`config.mk`:
```
export PLATFORM = sky130hd
export DESIGN_NAME = prefix_port_hint_lookup_unit
export DESIGN_NICKNAME = d
export VERILOG_FILES = /design/src/rtl/pphl_pkg.sv /design/src/rtl/pphl_ram.sv /design/src/rtl/pphl_match.sv /design/src/rtl/prefix_port_hint_lookup_unit.sv
export SDC_FILE = /design/constraint.sdc
export NUM_CORES = 2
export LEC_CHECK = 0
export BUFFER_PORTS_ARGS = -buffer_cell sky130_fd_sc_hd__buf_2
export CORE_MARGIN = 5
export CORE_UTILIZATION = 60
export CTS_BUF_LIST = sky130_fd_sc_hd__clkbuf_8
export DETAILED_ROUTE_END_ITERATION = 7
export PLACE_DENSITY = 0.77
export SKIP_CTS_REPAIR_TIMING = 1
export SLEW_MARGIN = 20
export SYNTH_ARGS = -nofsm -noshare
export SYNTH_HDL_FRONTEND = slang
export SYNTH_SLANG_ARGS = --single-unit
```
`constraint.sdc`:
```
create_clock -name clk -period 18.28 [get_ports clk]
set_clock_uncertainty 0.15 [all_clocks]
set_input_delay 0.914 -clock clk [delete_from_list [all_inputs] [get_ports clk]]
set_output_delay 0.914 -clock clk [all_outputs]
set_load 0.02 [all_outputs]
```
`src/rtl/pphl_pkg.sv`:
```
`default_nettype none

package pphl_pkg;

  // Table geometry
  localparam int TABLE_DEPTH = 16;
  localparam int IDX_W       = (TABLE_DEPTH > 1) ? $clog2(TABLE_DEPTH) : 1;
  localparam int CNT_W       = $clog2(TABLE_DEPTH + 1);

  // Field widths
  localparam int CFG_W    = 5;
  localparam int EIDX_W   = 4;
  localparam int ADDR_W   = 32;
  localparam int PLEN_W   = 6;
  localparam int PORT_W   = 16;
  localparam int HINT_W   = 32;

  // Common width for comparing the count and slot fields against the depth
  localparam int CMP_W = (CNT_W > CFG_W) ? CNT_W : CFG_W;

  // Returned hint word when no entry matches
  localparam logic [HINT_W-1:0] HINT_MISS = 32'hFFFF_FFFF;

  // Transaction kinds
  localparam logic KIND_LOOKUP = 1'b0;
  localparam logic KIND_WRITE  = 1'b1;

  // One stored table entry
  typedef struct packed {
    logic [ADDR_W-1:0] addr;
    logic [PLEN_W-1:0] prefix;
    logic [PORT_W-1:0] port;
    logic [HINT_W-1:0] hints;
  } entry_t;

  localparam int ENTRY_W = $bits(entry_t);

  // Lookup key held during a scan
  typedef struct packed {
    logic [ADDR_W-1:0] addr;
    logic [PORT_W-1:0] port;
  } key_t;

endpackage

`default_nettype wire

```
`src/rtl/pphl_ram.sv`:
```
`default_nettype none

module pphl_ram #(
  parameter int WIDTH = 8,
  parameter int DEPTH = 16
) (
  input  wire logic                                    clk,
  input  wire logic                                    wr_en,
  input  wire logic [((DEPTH > 1) ? $clog2(DEPTH) : 1)-1:0] wr_addr,
  input  wire logic [WIDTH-1:0]                        wr_data,
  input  wire logic [((DEPTH > 1) ? $clog2(DEPTH) : 1)-1:0] rd_addr,
  output logic      [WIDTH-1:0]                        rd_data
);

  logic [WIDTH-1:0] mem [DEPTH];
  logic [WIDTH-1:0] rd_data_r;

  // Write port and registered read port
  always_ff @(posedge clk) begin
    if (wr_en) begin
      mem[wr_addr] <= wr_data;
    end
    rd_data_r <= mem[rd_addr];
  end

  assign rd_data = rd_data_r;

endmodule

`default_nettype wire

```
`src/rtl/pphl_match.sv`:
```
`default_nettype none

module pphl_match (
  input  wire pphl_pkg::entry_t entry,
  input  wire pphl_pkg::key_t   key,
  output logic                  match
);

  logic [pphl_pkg::ADDR_W-1:0] mask;

  // Leading-ones mask; zero prefix gives no bits, 32 and above gives all bits
  assign mask = ~({pphl_pkg::ADDR_W{1'b1}} >> entry.prefix);

  // Compare masked address and port
  assign match = ((entry.addr & mask) == (key.addr & mask)) && (entry.port == key.port);

endmodule

`default_nettype wire

```
`src/rtl/prefix_port_hint_lookup_unit.sv`:
```
// Lookup: from acceptance to result register, the unit reads entries from slot 0 up
//   to and including the first match (all count entries when none matches, so an
//   empty table skips the scan).
// Throughput: one lookup at a time, as no new transaction is accepted until the
//   result moves to the output register; the scan reads one entry per cycle through
//   the single read port of the entry RAM, and a write completes while idle.
// Reset: synchronous active-low; clears control state and the entry count to 0.
//   Table contents are not cleared and are undefined until written.
`default_nettype none

module prefix_port_hint_lookup_unit (
  input  wire logic                          clk,
  input  wire logic                          rst_n,
  // Configuration
  input  wire logic                          cfg_write_en,
  input  wire logic [pphl_pkg::CFG_W-1:0]    cfg_write_data,
  // Input channel
  input  wire logic                          in_valid,
  output logic                               in_ready,
  input  wire logic                          in_kind,
  input  wire logic [pphl_pkg::EIDX_W-1:0]   in_entry_index,
  input  wire logic [pphl_pkg::ADDR_W-1:0]   in_ip_address,
  input  wire logic [pphl_pkg::PLEN_W-1:0]   in_prefix_length,
  input  wire logic [pphl_pkg::PORT_W-1:0]   in_port_number,
  input  wire logic [pphl_pkg::HINT_W-1:0]   in_hint_word,
  // Result channel
  output logic                               out_valid,
  input  wire logic                          out_ready,
  output logic                               out_hit,
  output logic      [pphl_pkg::HINT_W-1:0]   out_hints_out
);

  localparam logic [1:0] ST_IDLE = 2'd0;
  localparam logic [1:0] ST_SCAN = 2'd1;
  localparam logic [1:0] ST_DONE = 2'd2;

  logic [1:0]                   state_r, state_nxt;
  logic [pphl_pkg::CFG_W-1:0]   active_r;
  logic [pphl_pkg::CNT_W-1:0]   count_r, count_nxt;
  logic [pphl_pkg::CNT_W-1:0]   count_clamp;
  logic [pphl_pkg::IDX_W-1:0]   pend_idx_r, pend_idx_nxt;
  pphl_pkg::key_t               key_r, key_nxt;
  logic                         res_hit_r, res_hit_nxt;
  logic [pphl_pkg::HINT_W-1:0]  res_hints_r, res_hints_nxt;
  logic                         out_valid_r, out_valid_nxt;
  logic                         out_hit_r, out_hit_nxt;
  logic [pphl_pkg::HINT_W-1:0]  out_hints_r, out_hints_nxt;

  logic                         in_fire;
  logic                         out_free;
  logic                         last_entry;
  logic                         wr_en;
  logic                         slot_ok;
  logic [pphl_pkg::IDX_W-1:0]   wr_addr;
  logic [pphl_pkg::IDX_W-1:0]   rd_addr;
  pphl_pkg::entry_t             wr_entry;
  pphl_pkg::entry_t             rd_entry;
  logic                         entry_match;

  assign in_ready = (state_r == ST_IDLE);
  assign in_fire  = in_valid && in_ready;
  assign out_free = !out_valid_r || out_ready;

  // Clamp the configured count to the table depth
  assign count_clamp =
    (pphl_pkg::CMP_W'(active_r) > pphl_pkg::CMP_W'(pphl_pkg::TABLE_DEPTH))
      ? pphl_pkg::CNT_W'(pphl_pkg::TABLE_DEPTH) : pphl_pkg::CNT_W'(active_r);

  // Write path: drop writes to slots beyond the table
  assign slot_ok  = pphl_pkg::CMP_W'(in_entry_index) < pphl_pkg::CMP_W'(pphl_pkg::TABLE_DEPTH);
  assign wr_en    = in_fire && (in_kind == pphl_pkg::KIND_WRITE) && slot_ok;
  assign wr_addr  = pphl_pkg::IDX_W'(in_entry_index);
  assign wr_entry = '{addr: in_ip_address, prefix: in_prefix_length,
                      port: in_port_number, hints: in_hint_word};

  // Read address: slot 0 on lookup acceptance, then the slot after the pending one
  assign rd_addr = (state_r == ST_SCAN) ? (pend_idx_r + 1'b1) : '0;

  assign last_entry = (pphl_pkg::CNT_W'(pend_idx_r) + 1'b1) == count_r;

  pphl_ram #(
    .WIDTH (pphl_pkg::ENTRY_W),
    .DEPTH (pphl_pkg::TABLE_DEPTH)
  ) u_ram (
    .clk     (clk),
    .wr_en   (wr_en),
    .wr_addr (wr_addr),
    .wr_data (wr_entry),
    .rd_addr (rd_addr),
    .rd_data (rd_entry)
  );

  pphl_match u_match (
    .entry (rd_entry),
    .key   (key_r),
    .match (entry_match)
  );

  // Sequencer: accept, scan one entry per cycle, hold result until output frees
  always_comb begin
    state_nxt     = state_r;
    count_nxt     = count_r;
    pend_idx_nxt  = pend_idx_r;
    key_nxt       = key_r;
    res_hit_nxt   = res_hit_r;
    res_hints_nxt = res_hints_r;
    out_valid_nxt = out_valid_r;
    out_hit_nxt   = out_hit_r;
    out_hints_nxt = out_hints_r;

    if (out_valid_r && out_ready) begin
      out_valid_nxt = 1'b0;
    end

    unique case (state_r)
      ST_IDLE: begin
        if (in_fire && (in_kind == pphl_pkg::KIND_LOOKUP)) begin
          key_nxt       = '{addr: in_ip_address, port: in_port_number};
          count_nxt     = count_clamp;
          pend_idx_nxt  = '0;
          res_hit_nxt   = 1'b0;
          res_hints_nxt = pphl_pkg::HINT_MISS;
          state_nxt     = (count_clamp == '0) ? ST_DONE : ST_SCAN;
        end
      end
      ST_SCAN: begin
        if (entry_match) begin
          res_hit_nxt   = 1'b1;
          res_hints_nxt = rd_entry.hints;
          state_nxt     = ST_DONE;
        end else if (last_entry) begin
          state_nxt     = ST_DONE;
        end else begin
          pend_idx_nxt  = pend_idx_r + 1'b1;
        end
      end
      ST_DONE: begin
        if (out_free) begin
          out_valid_nxt = 1'b1;
          out_hit_nxt   = res_hit_r;
          out_hints_nxt = res_hints_r;
          state_nxt     = ST_IDLE;
        end
      end
      default: begin
        state_nxt = ST_IDLE;
      end
    endcase
  end

  // Control registers
  always_ff @(posedge clk) begin
    if (!rst_n) begin
      state_r     <= ST_IDLE;
      out_valid_r <= 1'b0;
      active_r    <= '0;
    end else begin
      state_r     <= state_nxt;
      out_valid_r <= out_valid_nxt;
      if (cfg_write_en) begin
        active_r <= cfg_write_data;
      end
    end
  end

  // Payload registers
  always_ff @(posedge clk) begin
    count_r     <= count_nxt;
    pend_idx_r  <= pend_idx_nxt;
    key_r       <= key_nxt;
    res_hit_r   <= res_hit_nxt;
    res_hints_r <= res_hints_nxt;
    out_hit_r   <= out_hit_nxt;
    out_hints_r <= out_hints_nxt;
  end

  assign out_valid     = out_valid_r;
  assign out_hit       = out_hit_r;
  assign out_hints_out = out_hints_r;

  // Scan never runs past the active count
  a_scan_in_range: assert property (@(posedge clk) disable iff (!rst_n)
    (state_r == ST_SCAN) |-> (pphl_pkg::CNT_W'(pend_idx_r) < count_r))
    else $error("scan index beyond active count");

  // A miss result carries the all-ones hint word
  a_miss_word: assert property (@(posedge clk) disable iff (!rst_n)
    (out_valid && !out_hit) |-> (out_hints_out == pphl_pkg::HINT_MISS))
    else $error("miss result without all-ones hint word");

  // A lookup with an empty table goes straight to the result stage
  a_empty_lookup: assert property (@(posedge clk) disable iff (!rst_n)
    (in_fire && (in_kind == pphl_pkg::KIND_LOOKUP) && (count_clamp == '0))
      |=> (state_r == ST_DONE))
    else $error("empty-table lookup did not skip the scan");

  // A finished result moves into a free output register
  a_result_loaded: assert property (@(posedge clk) disable iff (!rst_n)
    ((state_r == ST_DONE) && out_free) |=> (out_valid && (state_r == ST_IDLE)))
    else $error("finished result not loaded into output register");

endmodule

`default_nettype wire

```
==> out/results.ini <==
[hold_path]
hold_depth=3
worstHoldStart=cfg_write_data[3]
hp-class=input pin to flop

[synthesis]
syn_nets=3623
synthFlopType=edfxtp_1
ys_types=55
synth_edf_count=1499
synth_top_cell_by_area=edfxtp_1
yosysTopAreaCellShare_pct=73.97
ys_async_sr_fraction_pct=0
netlist_area_sq_um=60850
synth.area.top_cells=edfxtp_1, mux2i_1, mux4_2, dfxtp_1, a311oi_1
syn_inst=3521
ys_seq_elements=1593
ys_warn_count=0
syn_area_per_cell_sq_um=17.28
ys_seq_area_share_pct=77.07

[clock_tree]
clk_latency_ns=0.87
root_buffer=clkbuf_8
htree_levels=4
cts_made_buffers=230
clockBufferDepth=3
cts_tree=built
clk_pin_slew_ns=0.07
clock_sinks=1593

[critical_path]
cp_top_family=buffers and inverters
reg2reg_depth=10
cp.arrival_ns=6.33
crit_top_cell=buf_4
crit_fanout=90
r2r_start=pend_idx_r[0]$_DFFE_PP_
critical_path_class=flop to flop
path_buf_inv=4
worstSetupStartpoint=pend_idx_r[0]$_DFFE_PP_
cpPeakStageDelay_ns=0.94
path_cells=buf_4 -> buf_4 -> ha_1 -> nand2_4 -> buf_4 -> buf_4 -> a211oi_1 -> a311oi_1 -> nor3_1 -> a21oi_1
crit_required_ns=18.93
cp-start-kind=flop
critical_path.slowest_cell=buf_4
cp-end-kind=flop
cp.depth=10

[sta]
rsz0062_at_grt=no
finalSetupTns_ns=0
whs_ns=0.1561
setup_viol=0
hold_viol=0
period_share_pct=31.11
fmax_mhz=175.9
min_period_ns=5.686
slew-limit-headroom_pct=21.98
drv_slew=0
worst-slew-pin-transition_ns=1.170

[floorplan]
start_util_pct=60.59
die_x_um=328.5
rows=116
ios=136
die_y_um=328.5
design.die.area_sq_um=107900
core_area_sq_um=100400

[final_layout]
syn_to_final_growth_pct=11.04
fill_cells=6426
layout-drive-gt1-share_pct=15.77
ff_latch_area_sq_um=46900
instances_no_fill=5300
multi_input_area_sq_um=13150
final_nets=3828

[global_routing]
grt_pass1_wl_um=201100
grt.total_usage_pct=24.94
grt_antenna_before_repair=19
grt_max_degree=174
grt_pass1_vias=32530
overflow=0

[detailed_routing]
wl_per_cell_um=25.45
drc=0
ant_nets=0
drt-pass1-iter-count=5
vias=32690
drtIter0Drc=3706
vias_per_cell=6.168
wl_um=134900

[place]
placed_cells=4851
gp_congestion=0.7794
dp_hpwl_um=64480
port_buffers=135

[power]
p_leak_uw=0.02196
pwr_density_cell_nw_per_um2=111.7
ir_worst_vdd_uv=63.56

[run]
maxCapViolations=0

[status]
status=finished clean

## layout make-up
| cell class | instances | share of cell area (%) |
|---|---|---|
| multi-input cells | 1697 | 19.46 |
| flip-flops and latches | 1593 | 69.40 |
| diodes | 11 | 0.04074 |
| clock inverters | 165 | 1.226 |
| inverters | 8 | 0.07037 |
| well taps | 1357 | 2.513 |
| repair buffers | 196 | 1.726 |
| clock buffers | 273 | 5.561 |
## cell families after synthesis
family	Yosys count	share of synthesized area, %
flip-flops	1593	77.07
multiplexers	436	8.942
AO/OA/AOI/OAI	486	5.940
adder cells (fa/ha/maj)	1	0.02056
XOR/XNOR	54	0.7772
AND/OR/NAND/NOR	720	5.685
buffers and inverters	231	1.567
## metrics by stage
| stage | cell area (sq um) | utilization [%] | power (uW) | worst slack [ns] |
|---|---|---|---|---|
| detailed placement | 62950 | 62.67 | 4903 | 12.64 |
| floorplan | 60850 | - | 4671 | 10.29 |
| CTS | 67530 | 67.24 | 7585 | 12.61 |
| finish | 67570 | 67.27 | 7550 | 12.59 |
| global placement | 62950 | 62.67 | 4884 | 12.71 |
| global route | 67550 | 67.26 | 7823 | 12.21 |
## per-layer routing
metal	vias to the layer above	wire length (um)	global-route usage, %
met5	-	51	0
met3	243	12400	4.923
li1	14330	-	-
met1	16450	54500	35.30
met4	8	3016	7.958
met2	1665	64920	39.95
## sequential cells by signal (all words and copies together), names as in the netlist, 2 cells and up
register / count
active_r: 5
u_ram.mem: 1376
state_r: 2
key_r: 48
count_r: 5
res_hints_r: 32
u_ram.rd_data: 86
out_hints_out: 32
pend_idx_r: 4
## cell usage in the layout, fill, tap and decap left out, types with 10 or more instances in the layout
cell type	Yosys	final
nor3_1	93	89
xor2_1	25	25
o21ai_0	10	10
mux2i_1	349	349
nor2_4	0	13
buf_2	45	135
inv_1	5	105
a211oi_1	173	173
clkbuf_8	0	273
nand2_1	353	352
nor2b_1	185	184
clkinv_1	2	31
buf_4	2	57
nand2b_1	38	36
edfxtp_1	1499	1499
clkinv_2	0	15
diode_2	0	11
a21oi_1	97	97
a311oi_1	172	172
xnor2_1	29	29
dfxtp_1	94	94
nor2_1	24	11
mux4_2	86	86
## worst min-delay path, cell delays in order
cell	delay, ns
buf_2	0.08
mux2i_1	0.05
nor2b_1	0.10
## where the power goes
group          switching (uW)  leakage, uW  total [uW]  internal [uW]
Combinational             440      0.00499         681            241
Clock                    1300      0.00272        2720           1420
Sequential               59.7       0.0142        4150           4090
## cell usage after synthesis (3+ instances only)
library cell,instances
or4_1,3
nand4_1,3
nand2b_1,38
buf_1,6
mux4_2,86
xnor2_1,29
a211oi_1,173
buf_2,45
dfxtp_1,94
nor2_1,24
buf_6,3
o2111ai_1,3
o22ai_1,6
a21oi_1,97
o21ai_0,10
nor4_1,3
nand3_1,7
nor2b_1,185
xor2_1,25
inv_1,5
clkbuf_1,167
a311oi_1,172
mux2i_1,349
o21a_1,3
o211ai_1,3
a21o_1,3
edfxtp_1,1499
nand2_1,353
nor3_1,93
## worst paths after layout
check | end | slack [ns]
setup reg to reg | u_ram.rd_data[58]$_DFF_P_ | 12.59
hold reg to reg | out_hints_out[8]$_DFFE_PP_ | 0.27
hold / removal | active_r[3]$_SDFFE_PN0P_ | 0.16
setup / recovery | u_ram.rd_data[58]$_DFF_P_ | 12.59
No activity file was read; power rests on OpenSTA's default activity.
